`src/design/uscd_pkg.sv`:
```
// Constants and helpers for the unix seconds to civil date converter.
package uscd_pkg;

	localparam int unsigned SEC_W   = 32;
	localparam int unsigned ZONE_W  = 5;
	localparam logic signed [ZONE_W-1:0] ZONE_RESET = 5'sd8;

	// floor(n/60) = (n * M60) >> 37 for any 32-bit n
	localparam logic [31:0] M60       = 32'h8888_8889;
	localparam int unsigned M60_SHIFT = 37;

	// floor(n/24) = (n * M24) >> 26 for n below 2^23
	localparam logic [21:0] M24       = 22'd2796203;
	localparam int unsigned M24_SHIFT = 26;

	// Julian-day civil date constants
	localparam logic [21:0] JDN_OFFSET = 22'd2472632;
	// 4a+3 thresholds for the 400-year cycle count (only 67..69 reachable)
	localparam logic [23:0] CYC68_MIN  = 24'd9934596;   // 146097*68
	localparam logic [23:0] CYC69_MIN  = 24'd10080693;  // 146097*69
	// floor(146097*b/4) for b = 67, 68, 69
	localparam logic [21:0] CYC67_BASE = 22'd2447124;
	localparam logic [21:0] CYC68_BASE = 22'd2483649;
	localparam logic [21:0] CYC69_BASE = 22'd2520173;

	// floor(n/1461) = (n * M1461) >> 30 for n below 2^18
	localparam logic [19:0] M1461       = 20'd734937;
	localparam int unsigned M1461_SHIFT = 30;
	localparam logic [10:0] DAYS_4Y     = 11'd1461;

	// floor(n/153) = (n * M153) >> 20 for n below 2^11
	localparam logic [12:0] M153       = 13'd6854;
	localparam int unsigned M153_SHIFT = 20;

	localparam logic [3:0] MON_WRAP  = 4'd10;
	localparam logic [6:0] YEARS_CENT = 7'd100;

	localparam logic [5:0] MAX_SEC  = 6'd59;
	localparam logic [4:0] MAX_HOUR = 5'd23;
	localparam logic [3:0] MAX_MON  = 4'd11;
	localparam logic [7:0] MIN_YEAR = 8'd70;
	localparam logic [7:0] MAX_YEAR = 8'd206;

	// Day offset of March-based month m: floor((153*m+2)/5)
	function automatic logic [8:0] month_start(input logic [3:0] m);
		logic [8:0] r;
		case (m)
			4'd0:    r = 9'd0;
			4'd1:    r = 9'd31;
			4'd2:    r = 9'd61;
			4'd3:    r = 9'd92;
			4'd4:    r = 9'd122;
			4'd5:    r = 9'd153;
			4'd6:    r = 9'd184;
			4'd7:    r = 9'd214;
			4'd8:    r = 9'd245;
			4'd9:    r = 9'd275;
			4'd10:   r = 9'd306;
			4'd11:   r = 9'd337;
			default: r = 9'd0;
		endcase
		return r;
	endfunction

endpackage

```
`src/design/unix_seconds_to_civil_date_core.sv`:
```
// Unix seconds to local civil date, nine-stage pipeline.
//
// Input channel in_valid/in_ready carries unix_seconds; output channel
// out_valid/out_ready carries second, minute, hour, day, month and year.
// Both use valid/ready, a transfer happens when both are high.
// cfg_we writes the signed whole-hour zone offset from cfg_wdata; write it
// only while no item is in flight. Reset value of the offset is +8.
// Each item passes through stage registers S1 to S9, and out_valid is the S9
// valid bit. One item per cycle is sustained while out_ready is high: each
// stage holds one item and loads whenever it is empty or its successor
// loads, so transfers can follow back to back with no gaps.
// When out_ready is low, full stages hold; in_ready drops only once every
// stage holds a valid item, and no item is lost or repeated.
// Reset (arst_n low, asynchronous) empties the pipeline and loads the
// offset reset value.
module unix_seconds_to_civil_date_core (
	input  logic                                   clk,
	input  logic                                   arst_n,
	input  logic                                   cfg_we,
	input  logic signed [uscd_pkg::ZONE_W-1:0]     cfg_wdata,
	input  logic                                   in_valid,
	output logic                                   in_ready,
	input  logic        [uscd_pkg::SEC_W-1:0]      unix_seconds,
	output logic                                   out_valid,
	input  logic                                   out_ready,
	output logic        [5:0]                      second_of_minute,
	output logic        [5:0]                      minute_of_hour,
	output logic        [4:0]                      hour_of_day,
	output logic        [4:0]                      day_of_month,
	output logic        [3:0]                      month_index,
	output logic        [7:0]                      years_since_1900
);

	logic signed [uscd_pkg::ZONE_W-1:0] zone_q;

	logic v_s1, v_s2, v_s3, v_s4, v_s5, v_s6, v_s7, v_s8, v_s9;
	logic en1, en2, en3, en4, en5, en6, en7, en8, en9;

	// stage registers
	logic [26:0] mins_s1;
	logic [5:0]  slo_s1;
	logic [5:0]  sec_s2, sec_s3, sec_s4, sec_s5, sec_s6, sec_s7, sec_s8, sec_s9;
	logic [5:0]  mlo_s2;
	logic [20:0] hours_s2;
	logic [5:0]  min_s3, min_s4, min_s5, min_s6, min_s7, min_s8, min_s9;
	logic [20:0] local_s3;
	logic [15:0] days_s4;
	logic [4:0]  llo_s4;
	logic [4:0]  hour_s5, hour_s6, hour_s7, hour_s8, hour_s9;
	logic [15:0] c_s5, c_s6;
	logic [1:0]  cyc_s5, cyc_s6, cyc_s7, cyc_s8;
	logic [6:0]  d_s6, d_s7, d_s8;
	logic [8:0]  e_s7, e_s8;
	logic [3:0]  m_s8;
	logic [4:0]  mday_s9;
	logic [3:0]  mon_s9;
	logic [7:0]  year_s9;

	// combinational stage results
	logic [63:0]        prod1;
	logic [58:0]        prod2;
	logic [5:0]         sec_c;
	logic [5:0]         min_c;
	logic signed [21:0] hsum;
	logic [20:0]        local_c;
	logic [42:0]        prod4;
	logic [4:0]         hour_c;
	logic [21:0]        a_c;
	logic [23:0]        a4_c;
	logic [1:0]         cyc_c;
	logic [21:0]        c_c;
	logic [37:0]        prod6;
	logic [17:0]        d1461_c;
	logic [8:0]         e_c;
	logic [10:0]        n8_c;
	logic [23:0]        prod8;
	logic               wrap_c;
	logic [8:0]         mday_c;
	logic [8:0]         year_c;

	// stage advance: a stage loads when it is empty or its successor loads
	assign en9      = !v_s9 || out_ready;
	assign en8      = !v_s8 || en9;
	assign en7      = !v_s7 || en8;
	assign en6      = !v_s6 || en7;
	assign en5      = !v_s5 || en6;
	assign en4      = !v_s4 || en5;
	assign en3      = !v_s3 || en4;
	assign en2      = !v_s2 || en3;
	assign en1      = !v_s1 || en2;
	assign in_ready = en1;

	always_ff @(posedge clk or negedge arst_n) begin
		if (!arst_n) begin
			zone_q <= uscd_pkg::ZONE_RESET;
		end else if (cfg_we) begin
			zone_q <= cfg_wdata;
		end
	end

	always_ff @(posedge clk or negedge arst_n) begin
		if (!arst_n) begin
			v_s1 <= 1'b0;
			v_s2 <= 1'b0;
			v_s3 <= 1'b0;
			v_s4 <= 1'b0;
			v_s5 <= 1'b0;
			v_s6 <= 1'b0;
			v_s7 <= 1'b0;
			v_s8 <= 1'b0;
			v_s9 <= 1'b0;
		end else begin
			if (en1) v_s1 <= in_valid;
			if (en2) v_s2 <= v_s1;
			if (en3) v_s3 <= v_s2;
			if (en4) v_s4 <= v_s3;
			if (en5) v_s5 <= v_s4;
			if (en6) v_s6 <= v_s5;
			if (en7) v_s7 <= v_s6;
			if (en8) v_s8 <= v_s7;
			if (en9) v_s9 <= v_s8;
		end
	end

	// S1: minutes = seconds / 60
	assign prod1 = 64'(unix_seconds) * 64'(uscd_pkg::M60);

	// S2: seconds field, hours = minutes / 60
	assign sec_c = slo_s1 - 6'(mins_s1[5:0] * 6'd60);
	assign prod2 = 59'(mins_s1) * 59'(uscd_pkg::M60);

	// S3: minutes field, local hours with zone offset, clamped at the epoch
	assign min_c   = mlo_s2 - 6'(hours_s2[5:0] * 6'd60);
	assign hsum    = $signed({1'b0, hours_s2}) + 22'(zone_q);
	assign local_c = hsum[21] ? '0 : hsum[20:0];

	// S4: days = local hours / 24
	assign prod4 = 43'(local_s3) * 43'(uscd_pkg::M24);

	// S5: hour field, 400-year cycle select and day within cycle
	assign hour_c = llo_s4 - 5'(days_s4[4:0] * 5'd24);
	assign a_c    = 22'(days_s4) + uscd_pkg::JDN_OFFSET;
	assign a4_c   = {a_c, 2'b11};
	always_comb begin
		if (a4_c >= uscd_pkg::CYC69_MIN) begin
			cyc_c = 2'd2;
			c_c   = a_c - uscd_pkg::CYC69_BASE;
		end else if (a4_c >= uscd_pkg::CYC68_MIN) begin
			cyc_c = 2'd1;
			c_c   = a_c - uscd_pkg::CYC68_BASE;
		end else begin
			cyc_c = 2'd0;
			c_c   = a_c - uscd_pkg::CYC67_BASE;
		end
	end

	// S6: years within cycle d = (4c+3) / 1461
	assign prod6 = 38'({c_s5, 2'b11}) * 38'(uscd_pkg::M1461);

	// S7: day of year e = c - 1461*d/4
	assign d1461_c = 18'(d_s6) * 18'(uscd_pkg::DAYS_4Y);
	assign e_c     = 9'(c_s6 - 16'(d1461_c >> 2));

	// S8: March-based month m = (5e+2) / 153
	assign n8_c  = 11'(e_s7) * 11'd5 + 11'd2;
	assign prod8 = 24'(n8_c) * 24'(uscd_pkg::M153);

	// S9: day, month and year fields
	assign wrap_c = (m_s8 >= uscd_pkg::MON_WRAP);
	assign mday_c = e_s8 - uscd_pkg::month_start(m_s8) + 9'd1;
	assign year_c = 9'(cyc_s8) * 9'(uscd_pkg::YEARS_CENT) + 9'(d_s8) + 9'(wrap_c);

	always_ff @(posedge clk) begin
		if (en1) begin
			mins_s1 <= prod1[63:37];
			slo_s1  <= unix_seconds[5:0];
		end
		if (en2) begin
			sec_s2   <= sec_c;
			mlo_s2   <= mins_s1[5:0];
			hours_s2 <= prod2[57:37];
		end
		if (en3) begin
			sec_s3   <= sec_s2;
			min_s3   <= min_c;
			local_s3 <= local_c;
		end
		if (en4) begin
			sec_s4  <= sec_s3;
			min_s4  <= min_s3;
			days_s4 <= prod4[41:26];
			llo_s4  <= local_s3[4:0];
		end
		if (en5) begin
			sec_s5  <= sec_s4;
			min_s5  <= min_s4;
			hour_s5 <= hour_c;
			c_s5    <= c_c[15:0];
			cyc_s5  <= cyc_c;
		end
		if (en6) begin
			sec_s6  <= sec_s5;
			min_s6  <= min_s5;
			hour_s6 <= hour_s5;
			c_s6    <= c_s5;
			cyc_s6  <= cyc_s5;
			d_s6    <= prod6[36:30];
		end
		if (en7) begin
			sec_s7  <= sec_s6;
			min_s7  <= min_s6;
			hour_s7 <= hour_s6;
			cyc_s7  <= cyc_s6;
			d_s7    <= d_s6;
			e_s7    <= e_c;
		end
		if (en8) begin
			sec_s8  <= sec_s7;
			min_s8  <= min_s7;
			hour_s8 <= hour_s7;
			cyc_s8  <= cyc_s7;
			d_s8    <= d_s7;
			e_s8    <= e_s7;
			m_s8    <= prod8[23:20];
		end
		if (en9) begin
			sec_s9  <= sec_s8;
			min_s9  <= min_s8;
			hour_s9 <= hour_s8;
			mday_s9 <= mday_c[4:0];
			mon_s9  <= wrap_c ? (m_s8 - uscd_pkg::MON_WRAP) : (m_s8 + 4'd2);
			year_s9 <= year_c[7:0];
		end
	end

	assign out_valid        = v_s9;
	assign second_of_minute = sec_s9;
	assign minute_of_hour   = min_s9;
	assign hour_of_day      = hour_s9;
	assign day_of_month     = mday_s9;
	assign month_index      = mon_s9;
	assign years_since_1900 = year_s9;

endmodule

```
`config.mk`:
```
export PLATFORM = sky130hd
export DESIGN_NAME = unix_seconds_to_civil_date_core
export DESIGN_NICKNAME = d
export VERILOG_FILES = /design/src/design/uscd_pkg.sv /design/src/design/unix_seconds_to_civil_date_core.sv
export SDC_FILE = /design/constraint.sdc
export NUM_CORES = 2
export LEC_CHECK = 0
export BUFFER_PORTS_ARGS = -buffer_cell sky130_fd_sc_hd__buf_2
export CORE_MARGIN = 2
export CORE_UTILIZATION = 25
export DETAILED_ROUTE_END_ITERATION = 16
export MAX_ROUTING_LAYER = met4
export PLACE_DENSITY = 0.4
export SLEW_MARGIN = 10
export SYNTH_ARGS = -nofsm -noshare
export SYNTH_HDL_FRONTEND = slang
export SYNTH_SLANG_ARGS = --single-unit
```
`constraint.sdc`:
```
create_clock -name clk -period 9.3 [get_ports clk]
set_input_delay 1.86 -clock clk [delete_from_list [all_inputs] [get_ports clk]]
set_output_delay 1.86 -clock clk [all_outputs]
set_load 0.01 [all_outputs]
```
Word-level counts from Yosys, hierarchy flattened
Memories as Yosys holds them, arrays and structs flattened. A register that Yosys moved wholly into a read port is not among the register bits.
Index checks and enable logic that the tools add are counted.
- flip-flop bits (word level): 320
- ROM bits: 144
- bits of input ports: 42
- output and inout bits: 36
- word-level logic and storage cells: 106
- memories kept: 1
- memory list (name ; depth ; width ; rd ports ; clocked after memory_dff ; wr ports ; RTL line ; source):
    (no name shown) ; 16 ; 9 ; 1 ; 1 ; 0 ; uscd_pkg.sv:47 ; case (m)
- $add $sub $neg: 16
- multipliers: 11
- order comparisons: 3
- mux-type cells: 5
- reductions and logical operators: 18
- operators with widths (kind ; number):
    $mul 32x32->64 const B ; 1
    $mul 27x32->58 const B ; 1
    $ge 24x24->1 const B ; 2
    $mul 21x22->42 const B ; 1
    $mul 18x20->37 const B ; 1
    $mux 16 ; 2
    $sub 16x15->16 const B ; 2
    $mul 11x12->23 const B ; 1
    $add 16x22->22 const B ; 1
    $add 22x5->22 ; 1
    $sub 16x16->16 const B ; 1
    $mul 6x4->4 const B ; 2
    $sub 6x6->6 ; 2
    $add 11x2->11 const B ; 1
    $mul 7x11->11 const B ; 1
    $mul 9x3->11 const B ; 1
    $sub 5x5->5 ; 2
    $logic_not 1->1 ; 9
    $logic_or 1x1->1 ; 9
    $sub 9x9->9 ; 1
    $add 8x1->8 ; 1
    $add 8x7->8 ; 1
    $mux 4 ; 2
    $mul 2x5->6 const B ; 1
    6 further kinds ; 6

Longest topological paths before layout
- depth after elaboration: 10
- gate-level depth with buffers: 35
- gate-level depth less buffers: 35

Least setup slack after synthesis
No wires, ideal clock.
- path kind: input-to-reg
- from: input unix_seconds[1] (netlist name)
- to: register mins_s1[24], data pin
- setup time: 0.265 ns
- arrival: 7.442 ns
- data required time: 9.035 ns
- setup slack: 1.593 ns
- cell stages on the path: 18
- buffers on the path: 0
- cell sequence: ha_1 -> inv_1 -> fa_1 -> fa_1 -> inv_1 -> fa_1 -> fa_1 -> fa_1 -> fa_1 -> ha_1 -> nand4_1 -> or3_1 -> a211oi_2 -> nor3_4 -> o41ai_2 -> a21oi_1 -> o21ai_0 -> xor2_1
- longest elaborated chain between the ends: 1
- RTL lines (item ; RTL line ; source):
    start, declared ; unix_seconds_to_civil_date_core.sv:23 ; input logic [uscd_pkg::SEC_W-1:0] unix_seconds,
    $mul 32x32->64 ; unix_seconds_to_civil_date_core.sv:126 ; assign prod1 = 64'(unix_seconds) * 64'(uscd_pkg::M60);
    via prod1[61] ; unix_seconds_to_civil_date_core.sv:60 ; logic [63:0] prod1;
    end signal, assigned ; unix_seconds_to_civil_date_core.sv:175 ; mins_s1 <= prod1[63:37];
    end, declared ; unix_seconds_to_civil_date_core.sv:40 ; logic [26:0] mins_s1;
The timed path passes the listed nets, and every way through them passes these cells.
A chain may end at the register's enable or synchronous reset.

Worst setup path after layout
- from: input unix_seconds[5] (netlist name)
- to: register mins_s1[14], data pin
Same word-level chain as after synthesis.

==> metrics <==
Post-CTS Hold Buffers 0; routed vias 26000; routed wire length per instance 16.9 um; Crit Path Category input pin to flip-flop; met2 WL post-DR 51100 um; Synth cell types 90; crit end category flip-flop; period utilization 85.2%; Hold Crit Start min_s4[4]$_DFFE_PP_; critical path data arrival time 8.27 ns; Post-Layout Inst Area 47500 um2; Seq cells post-synth 325; max_cap viols 0; Placed Area 46000 um2; setup bufs post-CTS 0; Fillers 17700; worst r2r src e_s7[1]$_DFFE_PP_; vias in the first global route 28400; CTS tree yes; DIE AREA 174000 um2; Seq/Total Area, Yosys 22.5%; H-tree Lvls 2; clk_lat worst skew 0.63 ns; clock sinks 325; clock buffer depth 3; CP delay by family, top adder cells; die width 418 um; Hold Crit Class flip-flop to flip-flop; Crit-path slowest cell fa_1; first-pass GRT wire length 166000 um; Crit path largest cell delay 0.53 ns; critical path required time 9.65 ns; GRT Residual Overflow 0; area of the mapped netlist 42800 um2; Post-Syn Area per Cell 11.3 um2; cts bufs inserted 43; Ports 78; gr usage total 12.7%; CTS resizes 0; row count 151; Slew HR 31.6%; WP buf/inv 3; Syn Inst Count 3787; Main synth FF type edfxtp_1; Slew Limit Fails 0; # DRC 0; first-iteration detailed-routing DRC count 1061; post-synth top area share 27.9%; Synth area leader ha_1; Mapped Nets 5326; Post-synth EDFFs 306; Routed WL 104000 um; IO buf count 77; R2R depth 31; drt pass-1 iters 5; async set or reset register ratio after synthesis 4.31%; Layout Nets 5447; cell mode on critical path fa_1; die height 418 um; Stages on worst setup path 20; initial antenna violation count 1; Layout area overhead 11.1%; Initial Util 25.2%; Hold Crit Depth 0; critical path, cell by cell buf_2 -> ha_1 -> inv_1 -> fa_1 -> fa_1 -> inv_1 -> fa_1 -> fa_1 -> fa_1 -> fa_1 -> ha_1 -> a21oi_1 -> o21ai_0 -> nor3_1 -> a211oi_2 -> nor3_4 -> o21bai_1 -> a221o_1 -> a311oi_1 -> nor2_1; Post-DRT Antenna Nets 0; DRT met1 WL 48800 um; Vias/cell 4.21; Worst-path clk slew 0.06 ns; worst setup skew after layout 0.0380 ns; Setup crit start kind input pin; RSZ-0062 raised after global routing no; HPWL after DPL 89800 um; Final GP Congestion 0.819; top layer used by detailed routing met4; Worst-Margin Slew 1.03 ns; largest net degree at the start of global routing 37; setup violators final 0; crit path launch unix_seconds[5]; Setup TNS 0 ns; Fmax achieved 126 MHz; clock root buffer clkbuf_16; share of cells above drive strength 1 5.17%; core area 170000 um2; crit path max fanout 6; Hold Vio Cnt, Final 0; min Tclk post-route 7.92 ns; outcome complete, no violations; routed wl met3 2100 um; YS warnings 0; Synth area leaders ha_1, fa_1, edfxtp_1, inv_1, xnor2_1
-- worst paths after layout --
check | slack [ns] | to
worst min register to register | 0.41 | min_s5[4]$_DFFE_PP_
worst min-delay path | 0.41 | min_s5[4]$_DFFE_PP_
min in group asynchronous | 1.20 | zone_q[0]$_DFFE_PN0P_
worst max register to register | 1.38 | flip-flop
max in group asynchronous | 7.75 | zone_q[3]$_DFFE_PN1P_
worst max-delay path | 1.38 | mins_s1[14]$_DFFE_PP_
-- layer usage --
layer | vias to the layer above | global-route usage (%)
met2 | 202 | 21.4
met4 | 0 | 2.48
met3 | 81 | 1.26
met5 | - | -
met1 | 12800 | 16.5
li1 | 12900 | -
-- sequential cells by signal, summed over array words and instances (netlist names), 7 cells and up, named ones only --
register	flops
c_s5	16
c_s6	9
d_s6	7
d_s7	7
d_s8	7
days_s4	16
e_s7	9
hours_s2	21
local_s3	21
mins_s1	27
years_since_1900	8
-- cell usage after synthesis, types with 8 or more instances --
master	number
ha_1	953
inv_1	905
fa_1	544
edfxtp_1	306
a21oi_1	122
xnor2_1	112
nor2_1	102
a21o_1	87
o21ai_0	80
nand2_1	71
xor2_1	67
nor3_1	39
nand4_1	30
nand3_1	27
nor2b_1	27
nand2b_1	25
o21a_1	25
o21bai_1	23
and3_1	21
a211oi_1	18
a31oi_1	17
dfrtp_1	13
or2_2	11
o211ai_1	9
mux2i_1	8
-- cell usage in the layout, fill, tap and decap left out, types with 43 or more instances in the layout --
| cell | instances |
|---|---|
| a21o_1 | 87 |
| a21oi_1 | 122 |
| buf_2 | 77 |
| clkbuf_16 | 43 |
| edfxtp_1 | 306 |
| fa_1 | 544 |
| ha_1 | 953 |
| inv_1 | 904 |
| nand2_1 | 69 |
| nor2_1 | 102 |
| o21ai_0 | 80 |
| xnor2_1 | 112 |
| xor2_1 | 67 |
-- cell families after synthesis --
| kind of cell | share of synthesized area [%] |
|---|---|
| adder cells (fa/ha/maj) | 53.4 |
| buffers and inverters | 8.06 |
| AO/OA/AOI/OAI | 7.40 |
| AND/OR/NAND/NOR | 4.64 |
| flip-flops | 22.5 |
| XOR/XNOR | 3.67 |
| multiplexers | 0.319 |
-- final cells by class --
type	instances	area, um2	share of cell area, %
Clock inverter	28	432	0.908
Sequential cell	325	9640	20.3
Tap cell	2218	2780	5.84
Inverter	907	3410	7.17
Timing Repair Buffer	85	445	0.937
Antenna cell	1	2.50	0.00527
Multi-Input combinational cell	2546	29700	62.5
Clock buffer	52	1130	2.38
-- worst reg2reg max path: cells and delay by family (launching register included) --
kind                     cells  cell delay, ns
adder cells (fa/ha/maj)      9            3.59
AND/OR/NAND/NOR              4            0.57
XOR/XNOR                     2            0.53
multiplexers                 1            0.16
buffers and inverters        2            0.13
AO/OA/AOI/OAI               13            2.36
flip-flops                   1            0.49
-- stage by stage --
stage | setup slack, ns | hold WS, ns | utilization, % | std cells
after detailed placement | 0.703 | 0.405 | 27.1 | 6081
after global routing | 0.710 | 0.414 | 28.0 | 6162
after floorplan | 1.59 | 0.400 | - | 3787
after global placement | 0.776 | 0.401 | 27.1 | 6081
after CTS | 1.31 | 0.406 | 28.0 | 6161
final | 1.38 | 0.406 | 28.0 | 6162
Power is not shown: default switching activity piles up to over one toggle a cycle in this logic, so the estimate is an artifact.
